<file path="src/hw/rtl/cached_slot_id_allocator_assert.svh">
// assertion macros for the slot id allocator
`ifndef CACHED_SLOT_ID_ALLOCATOR_ASSERT_SVH
`define CACHED_SLOT_ID_ALLOCATOR_ASSERT_SVH

// checked on every edge outside reset
`define CSA_ASSERT(lbl, prop, msg) \
    lbl: assert property (@(posedge i_clk) disable iff (!i_rst_n) prop) else $error(msg);

// checked on every edge, reset included
`define CSA_ASSERT_ALWAYS(lbl, prop, msg) \
    lbl: assert property (@(posedge i_clk) prop) else $error(msg);

`endif

</file>
<file path="src/hw/rtl/csa_pkg.sv">
`timescale 1ns / 1ps
`default_nettype none
package csa_pkg;

    localparam int SLOT_W     = 10;
    localparam int SLOT_COUNT = 1024;
    localparam int MAP_WORD_W = 32;
    localparam int MAP_WORDS  = SLOT_COUNT / MAP_WORD_W;
    localparam int BIT_IDX_W  = $clog2(MAP_WORD_W);
    localparam int MAP_IDX_W  = $clog2(MAP_WORDS);
    localparam int ST_W       = 2;

    localparam logic [ST_W-1:0] ST_OK      = 2'd0;
    localparam logic [ST_W-1:0] ST_NO_SLOT = 2'd1;
    localparam logic [ST_W-1:0] ST_IGNORED = 2'd2;

    localparam logic ACT_ADD    = 1'b0;
    localparam logic ACT_REMOVE = 1'b1;

    typedef enum logic [3:0] {
        S_CLEAR,
        S_IDLE,
        S_EVAL,
        S_REFILL_CHK,
        S_TAKE_RD,
        S_TAKE_WR,
        S_POP,
        S_DRAIN_RD,
        S_DRAIN_WR,
        S_PUSH
    } t_state;

    typedef struct packed {
        logic            clr_step;
        logic            cap;
        logic            wipe;
        logic            take_rd;
        logic            take_wr;
        logic            give_rd;
        logic            give_wr;
        logic            pop;
        logic            push;
        logic            fin;
        logic [ST_W-1:0] fin_code;
    } t_ctl_cmd;

    typedef struct packed {
        logic clr_last;
        logic is_add;
        logic slot_zero;
        logic cnt_zero;
        logic cnt_full;
        logic refill_more;
        logic drain_more;
        logic map_full;
    } t_dp_stat;

    // lowest clear bit of a map word
    function automatic logic [BIT_IDX_W-1:0] first_zero(input logic [MAP_WORD_W-1:0] w);
        logic [BIT_IDX_W-1:0] idx;
        idx = '0;
        for (int i = MAP_WORD_W - 1; i >= 0; i--) begin
            if (!w[i]) begin
                idx = BIT_IDX_W'(i);
            end
        end
        return idx;
    endfunction

endpackage
`default_nettype wire

</file>
<file path="src/hw/rtl/cached_slot_id_allocator.sv">
`timescale 1ns / 1ps
`default_nettype none
// channel   direction  handshake               beat
// command   in         i_start with o_busy low i_action, i_item_value, i_slot_index
// result    out        o_done, one cycle       o_status, o_slot_out
//
// add with ids in the cache: the top id is popped from the cache and returned
// add with an empty cache: ids are first gathered from the bitmap (16 at most)
// remove: the id is pushed to the cache; with the cache full 17 ids are first returned
// each id gathered or returned is a read-modify-write on the bitmap word memory
// after reset a clearing pass over all 1024 slots zeroes the slot table, o_busy high
// results cannot be stalled; o_done lasts one cycle and a new command may start then
module cached_slot_id_allocator #(
    parameter int CACHE_DEPTH = 31,
    parameter int ITEM_WIDTH  = 48
) (
    input  logic                       i_clk,
    input  logic                       i_rst_n,
    input  logic                       i_start,
    output logic                       o_busy,
    input  logic                       i_action,
    input  logic [ITEM_WIDTH-1:0]      i_item_value,
    input  logic [csa_pkg::SLOT_W-1:0] i_slot_index,
    output logic                       o_done,
    output logic [csa_pkg::ST_W-1:0]   o_status,
    output logic [csa_pkg::SLOT_W-1:0] o_slot_out
);
    import csa_pkg::*;

    // controller drives commands, datapath answers with status flags
    t_ctl_cmd w_cmd;
    t_dp_stat w_stat;

    csa_ctrl u_ctrl (
        .i_clk   (i_clk),
        .i_rst_n (i_rst_n),
        .i_start (i_start),
        .i_stat  (w_stat),
        .o_cmd   (w_cmd),
        .o_busy  (o_busy)
    );

    // cache stack, bitmap words, slot table and the result register
    csa_dpath #(
        .CACHE_DEPTH (CACHE_DEPTH),
        .ITEM_WIDTH  (ITEM_WIDTH)
    ) u_dpath (
        .i_clk        (i_clk),
        .i_rst_n      (i_rst_n),
        .i_cmd        (w_cmd),
        .o_stat       (w_stat),
        .i_action     (i_action),
        .i_item_value (i_item_value),
        .i_slot_index (i_slot_index),
        .o_done       (o_done),
        .o_status     (o_status),
        .o_slot_out   (o_slot_out)
    );

`include "cached_slot_id_allocator_assert.svh"

    // one result per command, never two strobes in a row
    `CSA_ASSERT_ALWAYS(a_done_single, o_done |=> !o_done, "result strobe held two cycles")
    // a failed add reports no slot
    `CSA_ASSERT(a_fail_no_slot, (o_done && o_status == ST_NO_SLOT) |-> (o_slot_out == '0), "failed add gave a slot")
    // no cache or bitmap update while idle
    `CSA_ASSERT(a_idle_quiet, !o_busy |-> !(w_cmd.pop || w_cmd.push || w_cmd.take_wr || w_cmd.give_wr), "update while idle")
    // shortage is only reported with every bitmap word full
    `CSA_ASSERT(a_fail_map_full, (w_cmd.fin && w_cmd.fin_code == ST_NO_SLOT) |-> w_stat.map_full, "shortage with free ids")

endmodule
`default_nettype wire

</file>
<file path="src/hw/rtl/csa_ram.sv">
`timescale 1ns / 1ps
`default_nettype none
module csa_ram #(
    parameter int WIDTH = 32,
    parameter int DEPTH = 32,
    localparam int AW   = $clog2(DEPTH)
) (
    input  logic             i_clk,
    input  logic             i_wr_en,
    input  logic [AW-1:0]    i_wr_addr,
    input  logic [WIDTH-1:0] i_wr_data,
    input  logic             i_rd_en,
    input  logic [AW-1:0]    i_rd_addr,
    output logic [WIDTH-1:0] o_rd_data
);

    logic [WIDTH-1:0] r_mem [DEPTH];
    logic [WIDTH-1:0] r_q;

    always_ff @(posedge i_clk) begin
        if (i_wr_en) begin
            r_mem[i_wr_addr] <= i_wr_data;
        end
        if (i_rd_en) begin
            r_q <= r_mem[i_rd_addr];
        end
    end

    assign o_rd_data = r_q;

endmodule
`default_nettype wire

</file>
<file path="src/hw/rtl/csa_ctrl.sv">
`timescale 1ns / 1ps
`default_nettype none
module csa_ctrl (
    input  logic              i_clk,
    input  logic              i_rst_n,
    input  logic              i_start,
    input  csa_pkg::t_dp_stat i_stat,
    output csa_pkg::t_ctl_cmd o_cmd,
    output logic              o_busy
);
    import csa_pkg::*;

    t_state r_state;
    t_state n_state;

    always_ff @(posedge i_clk) begin
        if (!i_rst_n) begin
            r_state <= S_CLEAR;
        end else begin
            r_state <= n_state;
        end
    end

    always_comb begin
        n_state = r_state;
        unique case (r_state)
            S_CLEAR: begin
                if (i_stat.clr_last) begin
                    n_state = S_IDLE;
                end
            end
            S_IDLE: begin
                if (i_start) begin
                    n_state = S_EVAL;
                end
            end
            S_EVAL: begin
                priority if (i_stat.is_add) begin
                    n_state = i_stat.cnt_zero ? S_REFILL_CHK : S_POP;
                end else if (i_stat.slot_zero) begin
                    n_state = S_IDLE;
                end else begin
                    n_state = i_stat.cnt_full ? S_DRAIN_RD : S_PUSH;
                end
            end
            S_REFILL_CHK: begin
                priority if (!i_stat.refill_more) begin
                    n_state = S_POP;
                end else if (i_stat.map_full) begin
                    n_state = S_IDLE;
                end else begin
                    n_state = S_TAKE_RD;
                end
            end
            S_TAKE_RD:  n_state = S_TAKE_WR;
            S_TAKE_WR:  n_state = S_REFILL_CHK;
            S_POP:      n_state = S_IDLE;
            S_DRAIN_RD: n_state = i_stat.drain_more ? S_DRAIN_WR : S_PUSH;
            S_DRAIN_WR: n_state = S_DRAIN_RD;
            S_PUSH:     n_state = S_IDLE;
            default:    n_state = S_IDLE;
        endcase
    end

    always_comb begin
        o_cmd = '0;
        unique case (r_state)
            S_CLEAR: o_cmd.clr_step = 1'b1;
            S_IDLE:  o_cmd.cap = i_start;
            S_EVAL: begin
                if (!i_stat.is_add) begin
                    if (i_stat.slot_zero) begin
                        o_cmd.fin      = 1'b1;
                        o_cmd.fin_code = ST_IGNORED;
                    end else begin
                        o_cmd.wipe = 1'b1;
                    end
                end
            end
            S_REFILL_CHK: begin
                if (i_stat.refill_more && i_stat.map_full) begin
                    o_cmd.fin      = 1'b1;
                    o_cmd.fin_code = ST_NO_SLOT;
                end
            end
            S_TAKE_RD: o_cmd.take_rd = 1'b1;
            S_TAKE_WR: o_cmd.take_wr = 1'b1;
            S_POP: begin
                o_cmd.pop      = 1'b1;
                o_cmd.fin      = 1'b1;
                o_cmd.fin_code = ST_OK;
            end
            S_DRAIN_RD: o_cmd.give_rd = i_stat.drain_more;
            S_DRAIN_WR: o_cmd.give_wr = 1'b1;
            S_PUSH: begin
                o_cmd.push     = 1'b1;
                o_cmd.fin      = 1'b1;
                o_cmd.fin_code = ST_OK;
            end
            default: o_cmd = '0;
        endcase
    end

    assign o_busy = (r_state != S_IDLE);

endmodule
`default_nettype wire

</file>
<file path="src/hw/rtl/csa_dpath.sv">
`timescale 1ns / 1ps
`default_nettype none
module csa_dpath #(
    parameter int CACHE_DEPTH = 31,
    parameter int ITEM_WIDTH  = 48
) (
    input  logic                       i_clk,
    input  logic                       i_rst_n,
    input  csa_pkg::t_ctl_cmd          i_cmd,
    output csa_pkg::t_dp_stat          o_stat,
    input  logic                       i_action,
    input  logic [ITEM_WIDTH-1:0]      i_item_value,
    input  logic [csa_pkg::SLOT_W-1:0] i_slot_index,
    output logic                       o_done,
    output logic [csa_pkg::ST_W-1:0]   o_status,
    output logic [csa_pkg::SLOT_W-1:0] o_slot_out
);
    import csa_pkg::*;

    localparam int CW = $clog2(CACHE_DEPTH + 1);
    localparam int IW = $clog2(CACHE_DEPTH);

    logic                  r_action;
    logic [ITEM_WIDTH-1:0] r_item;
    logic [SLOT_W-1:0]     r_slot;
    logic [SLOT_W-1:0]     r_id;
    logic [CW-1:0]         r_count;
    logic [SLOT_W-1:0]     r_cache [CACHE_DEPTH];
    logic [MAP_IDX_W-1:0]  r_widx;
    logic [MAP_WORDS-1:0]  r_full;
    logic [MAP_WORDS-1:0]  r_wvalid;
    logic [SLOT_W-1:0]     r_clr;

    logic [CW-1:0]         w_cnt_dec;
    logic [SLOT_W-1:0]     w_top;
    logic [MAP_IDX_W-1:0]  w_rd_widx;
    logic [MAP_WORD_W-1:0] w_map_q;
    logic [MAP_WORD_W-1:0] w_word;
    logic [MAP_WORD_W-1:0] w_taken;
    logic [MAP_WORD_W-1:0] w_given;
    logic [BIT_IDX_W-1:0]  w_free_bit;
    logic [BIT_IDX_W-1:0]  w_give_bit;
    logic [SLOT_W-1:0]     w_new_id;
    logic                  w_map_we;
    logic [MAP_WORD_W-1:0] w_map_wd;
    logic                  w_slot_we;
    logic [SLOT_W-1:0]     w_slot_wa;
    logic [ITEM_WIDTH-1:0] w_slot_wd;

    assign w_cnt_dec = r_count - CW'(1);
    assign w_top     = r_cache[w_cnt_dec[IW-1:0]];

    // bitmap: lowest word not yet full, or the word of the id given back
    assign w_rd_widx = i_cmd.take_rd ? first_zero(r_full)
                                     : r_id[SLOT_W-1:BIT_IDX_W];

    // a word never written reads as all free; id 0 stays reserved
    always_comb begin
        w_word = r_wvalid[r_widx] ? w_map_q : '0;
        if (r_widx == '0) begin
            w_word[0] = 1'b1;
        end
    end

    assign w_free_bit = first_zero(w_word);
    assign w_give_bit = r_id[BIT_IDX_W-1:0];
    assign w_taken    = w_word | (MAP_WORD_W'(1) << w_free_bit);
    assign w_given    = w_word & ~(MAP_WORD_W'(1) << w_give_bit);
    assign w_new_id   = {r_widx, w_free_bit};
    assign w_map_we   = i_cmd.take_wr | i_cmd.give_wr;
    assign w_map_wd   = i_cmd.take_wr ? w_taken : w_given;

    csa_ram #(
        .WIDTH (MAP_WORD_W),
        .DEPTH (MAP_WORDS)
    ) u_map (
        .i_clk     (i_clk),
        .i_wr_en   (w_map_we),
        .i_wr_addr (r_widx),
        .i_wr_data (w_map_wd),
        .i_rd_en   (i_cmd.take_rd | i_cmd.give_rd),
        .i_rd_addr (w_rd_widx),
        .o_rd_data (w_map_q)
    );

    // slot table is written only: clearing pass, wipe on remove, store on add
    assign w_slot_we = i_cmd.clr_step | i_cmd.wipe | i_cmd.pop;
    assign w_slot_wa = i_cmd.clr_step ? r_clr : (i_cmd.wipe ? r_slot : w_top);
    assign w_slot_wd = i_cmd.pop ? r_item : '0;

    csa_ram #(
        .WIDTH (ITEM_WIDTH),
        .DEPTH (SLOT_COUNT)
    ) u_slots (
        .i_clk     (i_clk),
        .i_wr_en   (w_slot_we),
        .i_wr_addr (w_slot_wa),
        .i_wr_data (w_slot_wd),
        .i_rd_en   (1'b0),
        .i_rd_addr ('0),
        .o_rd_data ()
    );

    always_ff @(posedge i_clk) begin
        if (!i_rst_n) begin
            r_count  <= '0;
            r_full   <= '0;
            r_wvalid <= '0;
            r_clr    <= '0;
            o_done   <= 1'b0;
        end else begin
            o_done <= i_cmd.fin;
            if (i_cmd.clr_step) begin
                r_clr <= r_clr + SLOT_W'(1);
            end
            if (i_cmd.take_wr) begin
                r_count                   <= r_count + CW'(1);
                r_full[r_widx]            <= &w_taken;
                r_wvalid[r_widx]          <= 1'b1;
            end
            if (i_cmd.give_wr) begin
                r_count          <= w_cnt_dec;
                r_full[r_widx]   <= 1'b0;
                r_wvalid[r_widx] <= 1'b1;
            end
            if (i_cmd.pop) begin
                r_count <= w_cnt_dec;
            end
            if (i_cmd.push) begin
                r_count <= r_count + CW'(1);
            end
        end
    end

    always_ff @(posedge i_clk) begin
        if (i_cmd.cap) begin
            r_action <= i_action;
            r_item   <= i_item_value;
            r_slot   <= i_slot_index;
            r_id     <= i_slot_index;
        end
        if (i_cmd.take_rd | i_cmd.give_rd) begin
            r_widx <= w_rd_widx;
        end
        if (i_cmd.take_wr) begin
            r_cache[r_count[IW-1:0]] <= w_new_id;
        end
        if (i_cmd.push) begin
            r_cache[r_count[IW-1:0]] <= r_id;
        end
        if (i_cmd.give_wr) begin
            r_id <= w_top;
        end
        if (i_cmd.fin) begin
            o_status   <= i_cmd.fin_code;
            o_slot_out <= i_cmd.pop ? w_top : '0;
        end
    end

    assign o_stat.clr_last    = (r_clr == {SLOT_W{1'b1}});
    assign o_stat.is_add      = (r_action == ACT_ADD);
    assign o_stat.slot_zero   = (r_slot == '0);
    assign o_stat.cnt_zero    = (r_count == '0);
    assign o_stat.cnt_full    = (r_count >= CW'(CACHE_DEPTH));
    assign o_stat.refill_more = (r_count <= CW'(CACHE_DEPTH / 2));
    assign o_stat.drain_more  = (r_count >= CW'(CACHE_DEPTH / 2));
    assign o_stat.map_full    = &r_full;

endmodule
`default_nettype wire
</file>
<file path="config.mk">
export PLATFORM = sky130hd
export DESIGN_NAME = cached_slot_id_allocator
export DESIGN_NICKNAME = d
export VERILOG_FILES = /design/src/hw/rtl/csa_pkg.sv /design/src/hw/rtl/cached_slot_id_allocator.sv /design/src/hw/rtl/csa_ram.sv /design/src/hw/rtl/csa_ctrl.sv /design/src/hw/rtl/csa_dpath.sv
export VERILOG_INCLUDE_DIRS = /design/src /design/src/hw/rtl
export SDC_FILE = /design/constraint.sdc
export NUM_CORES = 2
export LEC_CHECK = 0
export BUFFER_PORTS_ARGS = -buffer_cell sky130_fd_sc_hd__buf_4
export CAP_MARGIN = 20
export CORE_UTILIZATION = 31
export DETAILED_ROUTE_END_ITERATION = 10
export SYNTH_ARGS = -nofsm -noshare
export SYNTH_HDL_FRONTEND = slang
export SYNTH_HIERARCHICAL = 1
export SYNTH_SLANG_ARGS = --single-unit
</file>
<file path="constraint.sdc">
create_clock -name i_clk -period 5.6 [get_ports i_clk]
set_input_delay 1.12 -clock i_clk [delete_from_list [all_inputs] [get_ports i_clk]]
set_output_delay 1.12 -clock i_clk [all_outputs]
set_load 0.05 [all_outputs]
</file>
# --- Yosys cells after proc, flatten, opt, wreduce, memory -nomap -nowiden ---
# Memories as Yosys holds them, arrays and structs flattened. A register that Yosys moved wholly into a read port is not among the register bits.
# Cells that the tools add are included.
totals:
  ff_bits: 122
  ram_bits: 1334
  output_inout_bits: 14
  word_cells: 173
  n_memories: 2
memory_table:
  columns: ["name", "depth", "word_bits", "read_ports", "rd_clocked_by_memory_dff", "wr", "line_no", "source"]
  rows:
  - ["u_dpath.u_map.r_mem", 32, 32, 1, 1, 1, "csa_ram.sv:17", "logic [WIDTH-1:0] r_mem [DEPTH];"]
  - ["u_dpath.r_cache", 31, 10, 1, 0, 1, "csa_dpath.sv:28", "logic [SLOT_W-1:0] r_cache [CACHE_DEPTH];"]
op_classes:
  addsub: 3
  magnitude_cmp: 5
  n_eq_ne: 13
  shift: 2
  n_mux: 114
  bitwise: 10
  n_reduce_logical: 12
ops:
  columns: ["cell", "n"]
  rows:
  - ["$mux W5", 69]
  - ["$mux W32", 8]
  - ["$or A32 B32 Y32", 3]
  - ["$and A32 B32 Y32", 2]
  - ["$not A32 Y32", 2]
  - ["$reduce_and A32 Y1", 2]
  - ["$shl A1 B5 Y32 const A", 2]
  - ["$bwmux W32", 1]
  - ["$pmux W4 S8", 1]
  - ["$mux W10", 3]
  - ["$mux W4", 6]
  - ["$mux W1", 18]
  - ["$eq A4 B3 Y1 const B", 4]
  - ["$mux W3", 5]
  - ["$add A10 B1 Y10 const B", 1]
  - ["$eq A10 B10 Y1 const B", 1]
  - ["$logic_not A10 Y1", 1]
  - ["$logic_not A5 Y1", 2]
  - ["$pmux W3 S3", 1]
  - ["$eq A4 B2 Y1 const B", 2]
  - ["$eq A4 B4 Y1 const B", 2]
  - ["$lt A5 B6 Y1 const B", 1]
  - ["$add A5 B1 Y5 const B", 1]
  - ["$bmux W1 S5", 1]
  - ["other kinds (17)", 20]

# --- Logic depth before layout (Yosys ltp) ---
logic_depth:
  ltp_word: 43
  depth_mapped: 19

# --- Cells and area by module ---
# The synthesis kept the hierarchy.
by_module_without_submodules:
  columns: ["mod", "n_inst", "cells_per_inst", "area_each_um2", "seq_area_each_um2"]
  rows:
  - ["csa_ram", 1, 2260, 40805.4, 31710.4]
  - ["csa_dpath", 1, 1440, 19217.2, 12051.6]
  - ["csa_ctrl", 1, 61, 456.7, 80.1]

# --- Worst setup path after synthesis ---
# OpenSTA, ideal clock, no wires.
synth_timing:
  kind: "reg2reg"
  startpoint: "register u_dpath.r_count[0]"
  endpoint: "register u_dpath.r_id[1], data pin"
  setup_ns: 0.270
  arrival_time_ns: 4.009
  setup_slack_ns: 1.320
  path_stages_with_launch: 14
  cell_sequence: "dfxtp_1 > clkbuf_1 > buf_1 > clkbuf_1 > clkbuf_1 > inv_1 > ha_1 > clkbuf_1 > clkbuf_1 > clkbuf_1 > a21oi_1 > mux4_2 > mux2i_1 > a21oi_1"
synth_between:
  elab_chain_len: 3
synth_lines:
  columns: ["item", "line_no", "source"]
  rows:
  - ["start, declared", "csa_dpath.sv:27", "logic [CW-1:0] r_count;"]
  - ["start signal, assigned", "csa_dpath.sv:117", "r_count <= r_count + CW'(1);"]
  - ["start signal, assigned", "csa_dpath.sv:122", "r_count <= w_cnt_dec;"]
  - ["start signal, assigned", "csa_dpath.sv:127", "r_count <= w_cnt_dec;"]
  - ["$sub A5 B1 Y5", "csa_dpath.sv:50", "assign w_cnt_dec = r_count - CW'(1);"]
  - ["$mem_v2 Z31 W10", null, null]
  - ["$mux W10", "csa_dpath.sv:151", "if (i_cmd.give_wr) begin"]
  - ["end signal, assigned", "csa_dpath.sv:140", "r_id <= i_slot_index;"]
  - ["end signal, assigned", "csa_dpath.sv:152", "r_id <= w_top;"]
  - ["end, declared", "csa_dpath.sv:26", "logic [SLOT_W-1:0] r_id;"]
# Every way passes these cells.
# A chain may end at the register's enable or synchronous reset.

# --- Worst setup path in the final report ---
layout_timing:
  startpoint: "register u_dpath.r_widx[3]"
  endpoint: "register u_dpath.r_full[25]"
layout_between:
  elab_chain_len: 43
  elab_cells_between_ends: 51
layout_lines:
  columns: ["item", "line_no", "source"]
  rows:
  - ["start, declared", "csa_dpath.sv:29", "logic [MAP_IDX_W-1:0] r_widx;"]
  - ["start signal, assigned", "csa_dpath.sv:143", "r_widx <= w_rd_widx;"]
  - ["$bmux W1 S5", "csa_dpath.sv:59", "w_word = r_wvalid[r_widx] ? w_map_q : '0;"]
  - ["$mux W1 (not written as such)", "csa_dpath.sv:59", null]
  - ["$mux W32", "csa_dpath.sv:59", null]
  - ["$mux W5 (32 in a row)", "csa_pkg.sv:63", "if (!w[i]) begin"]
  - ["$shl A1 B5 Y32", "csa_dpath.sv:67", "assign w_taken = w_word | (MAP_WORD_W'(1) << w_free_bit);"]
  - ["$or A32 B32 Y32", "csa_dpath.sv:67", null]
  - ["$reduce_and A32 Y1", "csa_dpath.sv:118", "r_full[r_widx] <= &w_taken;"]
  - ["$bwmux W32", "csa_dpath.sv:118", null]
  - ["$mux W32", "csa_dpath.sv:116", "if (i_cmd.take_wr) begin"]
  - ["$mux W32", "csa_dpath.sv:105", "if (!i_rst_n) begin"]
  - ["$and A32 B32 Y32 (no line)", null, null]
  - ["$mux W32 *", "csa_dpath.sv:121", "if (i_cmd.give_wr) begin"]
  - ["end signal, assigned by index", "csa_dpath.sv:118", null]
  - ["end, declared", "csa_dpath.sv:30", "logic [MAP_WORDS-1:0] r_full;"]
# Mark *: on every way between the ends. The rest lies on a longest branch, timed or not. The select of a mux whose other input is x is not followed.

==> impl_summary.txt <==
----------------------------------------------------
[GRT]
  Via count of the first global-routing pass ... between 30,000 and 40,000
  Initial antenna violation count ... 4
  Remaining global-route overflow ... 0
  Pin count of the biggest net entering global routing ... 85
  First-pass GRT wire length ... roughly 230,000 µm
  GRT Resource Usage Total ... approximately 16%

[Final layout]
  Most common library cell in the layout ignoring fill and taps ... sky130_fd_sc_hd__edfxtp_1
  Fraction of layout cells with a size suffix above 1 ... between 10% and 20%
  Syn-to-layout area delta ... 14.8%
  Commonest cells after routing, fill and taps aside ... 1,404 x sky130_fd_sc_hd__edfxtp_1, 549 x sky130_fd_sc_hd__mux2i_1, 206 x sky130_fd_sc_hd__nand2_1, 165 x sky130_fd_sc_hd__nor2_1, 162 x sky130_fd_sc_hd__nand3_1
  Net count of the finished layout ... roughly 4,000
  Fillers ... roughly 18,000

[Floorplan]
  Io pins ... 76
  Number of standard-cell rows in the floorplan ... between 150 and 200
  Standard cell core area ... roughly 190,000 µm²
  Die width ... between 400 and 500 µm
  Chip height ... around 440 µm
  Die Area ... a little under 200,000 µm²
  Effective utilization at floorplan ... ~31%

[Detailed routing]
  Detailed-route vias per instance ... 5.16
  Total wirelength of the detailed-routed design ... between 150,000 and 200,000 µm
  DR WL/cell ... around 24 µm
  Count of nets left with antenna violations after detail routing ... 0
  Number of design rule violations left after detail routing ... 0
  Number of search-and-repair iterations in the first detailed-routing pass ... 6
  Routed via count ... 33,700
  First DRT Iteration DRCs ... between 3,000 and 4,000

[Placement]
  Detail Placement HPWL ... approximately 90,000 µm
  Last weighted congestion value of the routability-driven placer ... 0.911
  Buffers added on ports ... 27

[Logic synthesis]
  Post-Syn Area per Cell ... around 16 µm²
  Ys Warns ... 6
  Mapped Area ... 60,500 µm²
  Total nets after synthesis ... approximately 3,800
  Gate count after technology mapping ... about 3,800

[CTS]
  CTS Buf Count ... 150
  Clock sink count ... about 1,500
  Clock transition time at the flip-flop clock pins of the worst setup and hold paths ... around 0.060 ns
  Clock latency on the worst-skew pair ... just over 0.8 ns
  H-Tree Level Count ... 4
  Post-CTS Setup Inserts ... 0
  Root buffer cell ... sky130_fd_sc_hd__clkbuf_16
  Post-CTS Hold Fix Bufs ... 0
  Max clock buf depth ... 3
  TritonCTS clock tree ... done
  Post-CTS resize count ... 0

[STA]
  Tightest Pin Transition ... ~1.1 ns
  Total setup violations reported at the end of the flow ... 0
  Final period utilization ... 86.2%
  Final hold violation count ... 0
  Final sum of negative setup slack ... 0 ns
  Setup clock skew after layout ... 0.0342 ns
  Slew headroom ... 28.2%
  Upper clock frequency limit ... roughly 210 MHz
  Unrepaired setup endpoints after global routing ... no
  Min Clock Period, post-route ... approximately 4.8 ns
  Worst hold slack ... about 0.46 ns
  Final Max Slew Viols ... 0

[Worst setup path]
  Worst EP required ... approximately 6.3 ns
  Delay-heaviest family, CP ... compound AO/OA/AOI/OAI gates
  CP startpoint kind ... flip-flop
  Setup slack of the most critical reg-to-reg path ... 0.78 ns
  Critical Path Slowest Stage Cell ... sky130_fd_sc_hd__edfxtp_1
  Number of buffer and inverter instances along the worst setup path ... 1
  Maximum fanout encountered on the critical timing path ... 32
  Setup crit end kind ... flip-flop
  Launching point of the worst reg2reg path ... u_dpath/r_widx[3]
  CP max stage delay ... approximately 0.75 ns
  Ordered list of cells on the worst path ... or3b_1, o22ai_1, nor4_2, mux2_4, o32ai_2, o211ai_1, a21oi_1, o22ai_1, nor4_4, buf_4, nand3_1, o21ai_1
  Worst path arrival time ... ~5.5 ns
  Most numerous cell on the critical path ... sky130_fd_sc_hd__o22ai_1
  Capture point of the worst reg-to-reg path ... u_dpath/r_full[25]
  Number of cells traversed by the worst register-to-register path ... 12
  Type of the setup path with the least slack ... flip-flop to flip-flop

[Worst hold path]
  Hold Path Depth ... 1
  Worst hold path endpoint ... u_dpath/r_wvalid[18]
  Worst hold start ... u_dpath/r_wvalid[18]
  Hold Path Class ... flip-flop to flip-flop

[Pwr]
  Pwr Density ... 309 nW/µm²
  Part of the power in combinational logic ... 0.1%
  Largest voltage drop on the vdd net ... 0.326 mV
  Switching power of the nets ... between 4 and 5 mW
  Fraction of power consumed by the clock network ... about 44%
  Sequential share of power ... a little under three fifths
  Switching share of power ... a little under 20%
  Internal power ... about 17 mW
  Pleak ... a little over 20 nW

[Flow run]
  Reported max-cap violation count ... 0

[Status]
  Status ... finished, final reports clean

----------------------------------------------------
==> power by group through the flow <==
stage	Clock (mW)	Sequential, mW	Combinational (mW)
detailed placement	0	12.2	0.0295
global route	10.1	12.0	0.0319
floorplan	0	12.2	0.0153
global placement	0	12.2	0.0293
CTS	9.66	12.0	0.0295
finish	9.46	12.0	0.0290
==> metrics by stage <==
stage | cell area (µm²) | util, % | total power [mW] | setup WS [ns] | instances
2_1_floorplan | 60500 | - | 12.2 | 1.32 | 3760
6_report | 69400 | 35.9 | 21.5 | 0.775 | 6528
5_1_grt | 69400 | 35.9 | 22.1 | 0.529 | 6528
3_5_place_dp | 64700 | 33.5 | 12.2 | 0.718 | 6256
4_1_cts | 69300 | 35.9 | 21.7 | 0.710 | 6523
3_3_place_gp | 64700 | 33.5 | 12.2 | 0.879 | 6253
==> area by class of cell <==
cell class	count	area, µm²	share of cell area, %
Multi-Input combinational cell	2025	15900	22.9
Tap cell	2526	3160	4.55
Antenna cell	1	2.50	0.00361
Clock inverter	67	586	0.844
Sequential cell	1488	43800	63.2
Timing Repair Buffer	189	1810	2.61
Clock buffer	200	4010	5.77
Inverter	32	120	0.173
==> flip-flops by register name, summed over array words and instances, names as in the netlist <==
signal and count:
u_dpath/r_cache 310, u_dpath/o_status 2, u_dpath/r_count 5, u_dpath/r_id 10
u_dpath/r_wvalid 32, u_dpath/u_map/o_rd_data 32, u_dpath/r_full 32, u_dpath/o_slot_out 10
u_dpath/o_done 1, u_ctrl/r_state 4, u_dpath/r_slot 10, u_dpath/r_clr 10
u_dpath/r_widx 5, u_dpath/r_action 1, u_dpath/u_map/r_mem 1024
==> routing by layer <==
metal / part of all wire (%) / wire (µm) / track usage (%)
met3: 5.8 / 9130 / 2.53
met5: 0 / 0 / 0
met1: 43 / 67500 / 21.0
met2: 48 / 76000 / 25.8
met4: 2.9 / 4520 / 5.31
==> worst max path at each step <==
stage,cells after the start,endpoint,startpoint
6_report,12,u_dpath/r_full[25],u_dpath/r_widx[3]
5_1_grt,13,u_dpath/r_full[30],u_dpath/r_widx[0]
4_1_cts,9,u_dpath/u_map/r_mem[10][24],u_dpath/r_widx[3]
3_5_place_dp,9,u_dpath/u_map/r_mem[25][24],u_dpath/r_widx[3]
3_3_place_gp,9,u_dpath/u_map/r_mem[30][24],u_dpath/r_widx[3]
2_1_floorplan,13,u_dpath/r_id[1],u_dpath/r_count[0]
No activity file was read; power rests on OpenSTA's default activity.
